### src/design/exchange_sort_buffer_macros.svh
// Assertion macros for the exchange sort buffer.
`ifndef EXCHANGE_SORT_BUFFER_MACROS_SVH
`define EXCHANGE_SORT_BUFFER_MACROS_SVH

`ifndef SYNTHESIS

// Implication-style property, disabled during reset.
`define ESB_ASSERT(lbl, clk, rst_n, prop) \
    lbl: assert property (@(posedge clk) disable iff (!rst_n) prop) \
        else $error("esb assertion failed");

// Condition that must never be true outside reset.
`define ESB_ASSERT_NEVER(lbl, clk, rst_n, cond) \
    lbl: assert property (@(posedge clk) disable iff (!rst_n) !(cond)) \
        else $error("esb forbidden condition seen");

`else

`define ESB_ASSERT(lbl, clk, rst_n, prop)

`define ESB_ASSERT_NEVER(lbl, clk, rst_n, cond)

`endif

`endif

### src/design/esb_pkg.sv
// Shared types and constants for the exchange sort buffer.
package esb_pkg;

    localparam int ESB_WORD_BITS = 32;

    typedef struct packed {
        logic [ESB_WORD_BITS-1:0] data_word;
        logic                     last_word;
    } t_in_item;

    typedef struct packed {
        logic [ESB_WORD_BITS-1:0] sorted_word;
        logic                     last_sorted;
        logic                     overflow;
    } t_out_item;

    typedef struct packed {
        logic we;
        logic re;
    } t_ram_ctl;

    typedef struct packed {
        logic load;
        logic last;
        logic overflow;
    } t_out_ctl;

endpackage

### src/design/esb_ram.sv
// Generic single-write, single-read RAM with registered read data.
module esb_ram #(
    parameter int WIDTH = 32,
    parameter int DEPTH = 64
) (
    input  logic                     i_clk,
    input  logic                     i_we,
    input  logic [$clog2(DEPTH)-1:0] i_waddr,
    input  logic [WIDTH-1:0]         i_wdata,
    input  logic                     i_re,
    input  logic [$clog2(DEPTH)-1:0] i_raddr,
    output logic [WIDTH-1:0]         o_rdata
);

    logic [WIDTH-1:0] r_mem [DEPTH];
    logic [WIDTH-1:0] r_rdata;

    always_ff @(posedge i_clk) begin
        if (i_we) begin
            r_mem[i_waddr] <= i_wdata;
        end
        if (i_re) begin
            r_rdata <= r_mem[i_raddr];
        end
    end

    assign o_rdata = r_rdata;

endmodule

### src/design/esb_ctrl.sv
// Sequencer for load, exchange sort passes and readout of the word store.
module esb_ctrl import esb_pkg::*; #(
    parameter int MAX_WORDS = 64
) (
    input  logic                         i_clk,
    input  logic                         i_rst_n,
    input  logic                         i_in_valid,
    input  t_in_item                     i_in_data,
    output logic                         o_in_stall,
    input  logic                         i_out_free,
    input  logic [ESB_WORD_BITS-1:0]     i_rd_data,
    output t_ram_ctl                     o_ram,
    output logic [$clog2(MAX_WORDS)-1:0] o_waddr,
    output logic [ESB_WORD_BITS-1:0]     o_wdata,
    output logic [$clog2(MAX_WORDS)-1:0] o_raddr,
    output t_out_ctl                     o_out
);

    localparam int ADDR_W = $clog2(MAX_WORDS);
    localparam int CNT_W  = $clog2(MAX_WORDS + 1);
    localparam logic [CNT_W-1:0] MAX_CNT = CNT_W'(MAX_WORDS);

    typedef enum logic [4:0] {
        S_LOAD = 5'b00001,
        S_PIV  = 5'b00010,
        S_SCAN = 5'b00100,
        S_ORD  = 5'b01000,
        S_OCAP = 5'b10000
    } t_state;

    t_state                   r_state, n_state;
    logic [CNT_W-1:0]         r_count, n_count;
    logic                     r_flag, n_flag;
    logic                     r_first, n_first;
    logic                     r_pend, n_pend;
    logic [ADDR_W-1:0]        r_i, n_i;
    logic [CNT_W-1:0]         r_j, n_j;
    logic [ADDR_W-1:0]        r_pj, n_pj;
    logic [ADDR_W-1:0]        r_k, n_k;
    logic [ESB_WORD_BITS-1:0] r_pivot, n_pivot;
    logic [ADDR_W-1:0]        last_idx;
    logic [CNT_W-1:0]         count_m1;

    assign count_m1 = r_count - CNT_W'(1);
    assign last_idx = count_m1[ADDR_W-1:0];

    always_comb begin
        n_state  = r_state;
        n_count  = r_count;
        n_flag   = r_flag;
        n_first  = r_first;
        n_pend   = r_pend;
        n_i      = r_i;
        n_j      = r_j;
        n_pj     = r_pj;
        n_k      = r_k;
        n_pivot  = r_pivot;
        o_ram    = '0;
        o_out    = '0;
        o_waddr  = r_pj;
        o_wdata  = r_pivot;
        o_raddr  = r_j[ADDR_W-1:0];

        unique case (r_state)
            S_LOAD: begin
                if (i_in_valid) begin
                    if (r_count < MAX_CNT) begin
                        o_ram.we = 1'b1;
                        o_waddr  = r_count[ADDR_W-1:0];
                        o_wdata  = i_in_data.data_word;
                        n_count  = r_count + CNT_W'(1);
                    end else begin
                        n_flag = 1'b1;
                    end
                    if (i_in_data.last_word) begin
                        n_i     = '0;
                        n_state = S_PIV;
                    end
                end
            end
            S_PIV: begin
                // fetch pivot element i
                o_ram.re = 1'b1;
                o_raddr  = r_i;
                n_j      = '0;
                n_first  = 1'b1;
                n_pend   = 1'b0;
                n_state  = S_SCAN;
            end
            S_SCAN: begin
                if (r_j < r_count) begin
                    o_ram.re = 1'b1;
                    o_raddr  = r_j[ADDR_W-1:0];
                    n_pend   = 1'b1;
                    n_pj     = r_j[ADDR_W-1:0];
                    n_j      = r_j + CNT_W'(1);
                end else begin
                    n_pend = 1'b0;
                end
                if (r_first) begin
                    n_pivot = i_rd_data;
                    n_first = 1'b0;
                end else if (r_pend) begin
                    // entry i in memory is stale while the pivot is live: skip it
                    if (r_pj != r_i && r_pivot < i_rd_data) begin
                        o_ram.we = 1'b1;
                        o_waddr  = r_pj;
                        o_wdata  = r_pivot;
                        n_pivot  = i_rd_data;
                    end
                end else begin
                    // pass drained: write pivot back to slot i
                    o_ram.we = 1'b1;
                    o_waddr  = r_i;
                    o_wdata  = r_pivot;
                    if (r_i == last_idx) begin
                        n_k     = '0;
                        n_state = S_ORD;
                    end else begin
                        n_i     = r_i + ADDR_W'(1);
                        n_state = S_PIV;
                    end
                end
            end
            S_ORD: begin
                o_raddr = r_k;
                if (i_out_free) begin
                    o_ram.re = 1'b1;
                    n_state  = S_OCAP;
                end
            end
            S_OCAP: begin
                o_out.load     = 1'b1;
                o_out.last     = (r_k == last_idx);
                o_out.overflow = r_flag;
                if (r_k == last_idx) begin
                    n_count = '0;
                    n_flag  = 1'b0;
                    n_state = S_LOAD;
                end else begin
                    n_k     = r_k + ADDR_W'(1);
                    n_state = S_ORD;
                end
            end
            default: begin
                n_state = S_LOAD;
            end
        endcase
    end

    assign o_in_stall = (r_state != S_LOAD);

    always_ff @(posedge i_clk) begin
        if (!i_rst_n) begin
            r_state <= S_LOAD;
            r_count <= '0;
            r_flag  <= 1'b0;
            r_first <= 1'b0;
            r_pend  <= 1'b0;
        end else begin
            r_state <= n_state;
            r_count <= n_count;
            r_flag  <= n_flag;
            r_first <= n_first;
            r_pend  <= n_pend;
        end
    end

    always_ff @(posedge i_clk) begin
        r_i     <= n_i;
        r_j     <= n_j;
        r_pj    <= n_pj;
        r_k     <= n_k;
        r_pivot <= n_pivot;
    end

endmodule

### src/design/exchange_sort_buffer.sv
// Top level of the exchange sort buffer: word store, sequencer, output register.
//
// Input channel (i_in_valid / o_in_stall / i_in_data) takes one word per
// transaction, one per cycle while loading. A transaction with last_word set
// closes the set. Up to MAX_WORDS words are kept; later words of the same set
// are dropped and every result of that set then carries overflow.
// After the closing transaction the input stalls while the store is sorted in
// place: for each slot i the pivot is held in a register and every other slot
// is streamed through one RAM read port, swapping through the write port.
// Each pass streams all n stored words through the single RAM port pair.
// Readout then takes each word through a RAM read and an output register load.
// A stall on the output channel holds the output register and pauses readout.
// The input reopens once the last result sits in the output register, so the
// next set can start while that result still waits to be taken.
// Reset clears the count, the overflow flag and the output valid; the store
// itself is not cleared.
`include "exchange_sort_buffer_macros.svh"

module exchange_sort_buffer import esb_pkg::*; #(
    parameter int MAX_WORDS = 64
) (
    input  logic      i_clk,
    input  logic      i_rst_n,
    input  logic      i_in_valid,
    output logic      o_in_stall,
    input  t_in_item  i_in_data,
    output logic      o_out_valid,
    input  logic      i_out_stall,
    output t_out_item o_out_data
);

    localparam int ADDR_W = $clog2(MAX_WORDS);

    t_ram_ctl                 ram_ctl;
    t_out_ctl                 out_ctl;
    logic [ADDR_W-1:0]        ram_waddr;
    logic [ADDR_W-1:0]        ram_raddr;
    logic [ESB_WORD_BITS-1:0] ram_wdata;
    logic [ESB_WORD_BITS-1:0] ram_rdata;
    logic                     out_free;

    logic      r_out_valid, n_out_valid;
    t_out_item r_out_data, n_out_data;

    // register is free if empty or being taken this cycle
    assign out_free = !r_out_valid || !i_out_stall;

    esb_ram #(
        .WIDTH (ESB_WORD_BITS),
        .DEPTH (MAX_WORDS)
    ) u_store (
        .i_clk   (i_clk),
        .i_we    (ram_ctl.we),
        .i_waddr (ram_waddr),
        .i_wdata (ram_wdata),
        .i_re    (ram_ctl.re),
        .i_raddr (ram_raddr),
        .o_rdata (ram_rdata)
    );

    esb_ctrl #(
        .MAX_WORDS (MAX_WORDS)
    ) u_ctrl (
        .i_clk      (i_clk),
        .i_rst_n    (i_rst_n),
        .i_in_valid (i_in_valid),
        .i_in_data  (i_in_data),
        .o_in_stall (o_in_stall),
        .i_out_free (out_free),
        .i_rd_data  (ram_rdata),
        .o_ram      (ram_ctl),
        .o_waddr    (ram_waddr),
        .o_wdata    (ram_wdata),
        .o_raddr    (ram_raddr),
        .o_out      (out_ctl)
    );

    // Output register: loaded from RAM read data, cleared when taken.
    always_comb begin
        n_out_valid = r_out_valid;
        n_out_data  = r_out_data;
        if (out_ctl.load) begin
            n_out_valid            = 1'b1;
            n_out_data.sorted_word = ram_rdata;
            n_out_data.last_sorted = out_ctl.last;
            n_out_data.overflow    = out_ctl.overflow;
        end else if (!i_out_stall) begin
            n_out_valid = 1'b0;
        end
    end

    always_ff @(posedge i_clk) begin
        if (!i_rst_n) begin
            r_out_valid <= 1'b0;
        end else begin
            r_out_valid <= n_out_valid;
        end
    end

    always_ff @(posedge i_clk) begin
        r_out_data <= n_out_data;
    end

    assign o_out_valid = r_out_valid;
    assign o_out_data  = r_out_data;

    // The sequencer only loads the output register once it has been emptied.
    `ESB_ASSERT_NEVER(a_load_into_full, i_clk, i_rst_n, out_ctl.load && r_out_valid)

    // No RAM read may be issued while an input transaction is being stored.
    `ESB_ASSERT_NEVER(a_no_read_on_load, i_clk, i_rst_n,
                      i_in_valid && !o_in_stall && ram_ctl.re)

    // Loading the final result reopens the input channel in the next cycle.
    `ESB_ASSERT(a_reopen_after_last, i_clk, i_rst_n,
                (out_ctl.load && out_ctl.last) |=> !o_in_stall)

    // Output data holds while a valid result is stalled.
    `ESB_ASSERT(a_out_hold, i_clk, i_rst_n,
                (r_out_valid && i_out_stall) |=> $stable(o_out_data))

endmodule

### config.mk
export PLATFORM = sky130hd
export DESIGN_NAME = exchange_sort_buffer
export DESIGN_NICKNAME = d
export VERILOG_FILES = /design/src/design/esb_pkg.sv /design/src/design/esb_ram.sv /design/src/design/esb_ctrl.sv /design/src/design/exchange_sort_buffer.sv
export VERILOG_INCLUDE_DIRS = /design/src /design/src/design
export SDC_FILE = /design/constraint.sdc
export NUM_CORES = 2
export LEC_CHECK = 0
export BUFFER_PORTS_ARGS = -buffer_cell sky130_fd_sc_hd__buf_2
export CAP_MARGIN = 40
export CELL_PAD_IN_SITES_DETAIL_PLACEMENT = 1
export CELL_PAD_IN_SITES_GLOBAL_PLACEMENT = 1
export CORE_AREA = 3 3 544 546
export CTS_CLUSTER_DIAMETER = 120
export DETAILED_ROUTE_END_ITERATION = 6
export DIE_AREA = 0 0 547 549
export GPL_TIMING_DRIVEN = 1
export PLACE_DENSITY = 0.51
export SLEW_MARGIN = 20
export SYNTH_ARGS = -nofsm -noshare
export SYNTH_HDL_FRONTEND = slang
export SYNTH_SLANG_ARGS = --single-unit
### constraint.sdc
create_clock -name i_clk -period 6.7 [get_ports i_clk]
set_input_delay 0.335 -clock i_clk [delete_from_list [all_inputs] [get_ports i_clk]]
set_output_delay 0.335 -clock i_clk [all_outputs]
set_load 0.005 [all_outputs]
==> impl_table.tex <==
\begin{tabular}{lr}
\hline
Metric & Value \\
\hline
\multicolumn{2}{l}{\textbf{Outcome}} \\
Result of the run & finished, final reports clean \\
\multicolumn{2}{l}{\textbf{Floorplanning}} \\
Number of top-level design ports & 73 \\
Area of the core region & 291000 um\^{}2 \\
Die boundary width & 547 um \\
Area enclosed by the die boundary & 300000 um\^{}2 \\
Rows & 198 \\
Initial standard-cell utilization of the core & 0.300 \\
Height of the chip & 549 um \\
\multicolumn{2}{l}{\textbf{Logic synthesis}} \\
Area contributors post-synth & edfxtp\_1 75\%, nand2\_1 7.0\%, nand3\_1 3.5\% \\
Number of flip-flops and latches in the synthesized netlist & 2187 \\
Average cell area after synthesis & 14.2 um\^{}2 \\
Cell taking the most area after synthesis & edfxtp\_1 \\
Most used flip-flop cell after synthesis & edfxtp\_1 \\
Synth Net Count & 6207 \\
Number of distinct standard cells referenced by the synthesized netlist & 77 \\
Fraction of post-synthesis cell area in the top cell type by area & 0.748 \\
Number of enable-type register cells in the synthesized netlist & 2171 \\
Async set-reset flop share out of synthesis & 0 \\
Share of synthesized area occupied by flip-flops and latches & 0.751 \\
Ys Warns & 0 \\
Synthesized area & 87200 um\^{}2 \\
Post-Syn Instances & 6128 \\
\multicolumn{2}{l}{\textbf{Placement}} \\
Routability cong. & 0.853 \\
Port Buf Inserts & 72 \\
Detailed placer's ending HPWL & 192000 um \\
\multicolumn{2}{l}{\textbf{Power and ir drop}} \\
IR drop worst, VDD & 0.213 mV \\
Power per cell area & 286 nW/um\^{}2 \\
Leakage component of the power & 34.0 nW \\
\multicolumn{2}{l}{\textbf{Global routing}} \\
Total gr overflow & 0 \\
First-pass GRT wire length & 447000 um \\
Antenna violations before repair & 33 \\
Vias in the first global route & 55400 \\
Maximum number of pins on one net before global-route repair & 104 \\
Total GRT Usage & 0.209 \\
\multicolumn{2}{l}{\textbf{STA}} \\
Count of endpoints failing hold in the final timing report & 0 \\
Final Max Tran Viols & 0 \\
Setup TNS after final layout & 0 ps \\
Final worst path period need & 5740 ps \\
Max transition margin & 0.194 \\
Final setup violation count & 0 \\
Timing-limited maximum frequency & 174 MHz \\
Worst Max-Slew Pin Slew & 1210 ps \\
Share of the clock period used by the worst path after layout & 0.857 \\
Final clock skew & 40.8 ps \\
Worst hold margin & 37.8 ps \\
Unrepaired setup endpoints after global routing & no \\
\multicolumn{2}{l}{\textbf{Critical path}} \\
Kind of cell with the highest combined delay on the critical path & compound AO/OA/AOI/OAI gates \\
Category of the worst setup path capture point & register \\
Data required time at the worst endpoint & 7100 ps \\
Slowest-stage cell, CP & a221oi\_1 \\
Largest stage delay on the critical path & 1030 ps \\
Ordered list of cells on the worst path & xor2\_1 -> a21bo\_1 -> and3\_4 -> buf\_12 -> buf\_4 -> mux4\_2 -> a221oi\_1 -> nand4\_1 \\
Reg2reg start & u\_ctrl.r\_state[1]\$\_SDFFE\_PN0P\_ \\
Buffer and inverter count on the worst path & 2 \\
Largest fanout on the critical path & 42 \\
Worst setup path startpoint & u\_ctrl.r\_state[1]\$\_SDFFE\_PN0P\_ \\
Classification of the worst setup path & register to register \\
Arrival time of the worst setup path & 6140 ps \\
Startpoint Class & register \\
\multicolumn{2}{l}{\textbf{Clock network}} \\
Number of buffers created by CTS & 239 \\
CTS H-Tree Depth & 4 \\
Clock latency at the later pin of the worst-skew pair & 890 ps \\
Clk root buf & clkbuf\_16 \\
Number of post-CTS setup repair buffers & 0 \\
Clock tree from TritonCTS & yes \\
Number of resized instances in the post-cts repair step & 0 \\
Clock sink total & 2187 \\
Clock-pin slew of the registers on the worst-case setup and hold paths & 60 ps \\
Quantity of hold-fixing buffers added after cts & 6 \\
CTS Buffer Depth & 3 \\
\multicolumn{2}{l}{\textbf{Cells and area}} \\
Leading cell types in the layout, fill and taps excluded & 2171 x edfxtp\_1, 1604 x nand2\_1, 606 x nand3\_1, 242 x clkbuf\_16, 238 x buf\_4 \\
Share of final-layout standard cells stronger than drive strength 1 & 0.138 \\
Layout net count & 6461 \\
Layout-stage area growth over the synthesis result & 16.7\% \\
Most common library cell in the layout ignoring fill and taps & edfxtp\_1 \\
\multicolumn{2}{l}{\textbf{Route}} \\
Vias per Instance & 5.26 \\
Drt first pass iters & 6 \\
Antenna-violating nets left & 0 \\
Overall via count from detail\_route & 55100 \\
Final Routed Wirelength & 321000 um \\
Drt wl/cell & 30.6 um \\
Total DRC errors in the routed layout & 0 \\
First-iteration detailed-routing DRC count & 6244 \\
\multicolumn{2}{l}{\textbf{Min path}} \\
Hold/Removal Path Class & input pin to register \\
Startpoint of the most critical hold path & i\_in\_data[21] \\
\multicolumn{2}{l}{\textbf{Run}} \\
Max-cap violation count & 0 \\
\hline
\end{tabular}
[where the power goes]
part	internal, W	switching [W]
clock network	0.00727	0.00550
logic	0.000241	0.000870
registers	0.0152	0.0000223
total	0.0227	0.00639
[tightest hold or removal path: cells and delay by family]
family | cells | cell delay, ps
buffers and inverters | 2 | 270
AND/OR/NAND/NOR | 2 | 170
[cells by family (layout without fill, tap and decap cells)]
family | after synthesis | after routing | share of synthesized area
adders and majority gates | 42 | 42 | 0.00603
xor gates and xnor gates | 41 | 41 | 0.00412
DFF | 2187 | 2187 | 0.751
and+or+nand+nor | 2621 | 2621 | 0.130
buffers and inverters | 424 | 877 | 0.0245
muxes | 254 | 254 | 0.0379
AOI/OAI and AO/OA | 559 | 559 | 0.0463
other | 0 | 12 | 0
[metal layers]
metal	vias up	track usage	part of all wire
li1	23500	-	-
met1	29500	0.295	0.45
met2	1736	0.334	0.46
met3	392	0.0327	0.061
met4	6	0.0580	0.028
met5	-	0	0.00013
[state kept, by name, indices dropped and copies added, names as in the netlist]
register and count:
u_ctrl.r_i 6, u_ctrl.r_pj 6, u_store.o_rdata 32, o_out_valid 1, u_ctrl.r_state 5, u_ctrl.r_flag 1, u_store.r_mem 2048, u_ctrl.r_count 7
u_ctrl.r_k 6, u_ctrl.r_pend 1, u_ctrl.r_pivot 32, u_ctrl.r_first 1, u_ctrl.r_j 7, o_out_data 34
[per-stage QoR]
| step | utilization | worst slack [ps] | cell area, um^2 | total power (W) | instances |
|---|---|---|---|---|---|
| finish | 0.350 | 957 | 102000 | 0.0291 | 10500 |
| CTS | 0.348 | 1260 | 101000 | 0.0293 | 10500 |
| floorplan | - | 1460 | 87200 | 0.0160 | 6128 |
| global route | 0.349 | 992 | 102000 | 0.0299 | 10500 |
| detailed placement | 0.322 | 1250 | 93800 | 0.0166 | 10000 |
| global placement | 0.320 | 735 | 93100 | 0.0165 | 9971 |
[area by class of cell]
type / count / area, um^2
clock inverters: 142 / 1200
fillers: 30100 / 189000
diodes: 12 / 30.0
flip-flops and latches: 2187 / 65500
multi-input cells: 3517 / 20100
clock buffers: 298 / 6270
well taps: 3900 / 4880
repair buffers: 386 / 3530
inverters: 51 / 191
[synth_stat cells (42+ instances only)]
master and count:
edfxtp_1 2171, nand2_1 1636, nand3_1 607, mux2i_1 193, buf_2 146, clkbuf_1 130
a31oi_1 107, and3_1 102, nor2_1 82, nor3_1 82, a21oi_1 79, a32oi_1 71
mux4_2 61, nand4_1 61, inv_1 51, o21ai_0 51, a311oi_1 44, ha_1 42
[worst paths after layout]
kind | end | slack, ps | cells past startpoint
worst max-delay path | u_store.o_rdata[24]$_DFFE_PP_ | 960 | 8
worst min-delay path | u_store.r_mem[29][20]$_DFFE_PP_ | 40 | 4
worst max register to register | u_store.o_rdata[24]$_DFFE_PP_ | 960 | 8
worst min register to register | o_out_data[19]$_DFFE_PP_ | 470 | 0
Note: power is estimated with default switching activity, not from simulation.
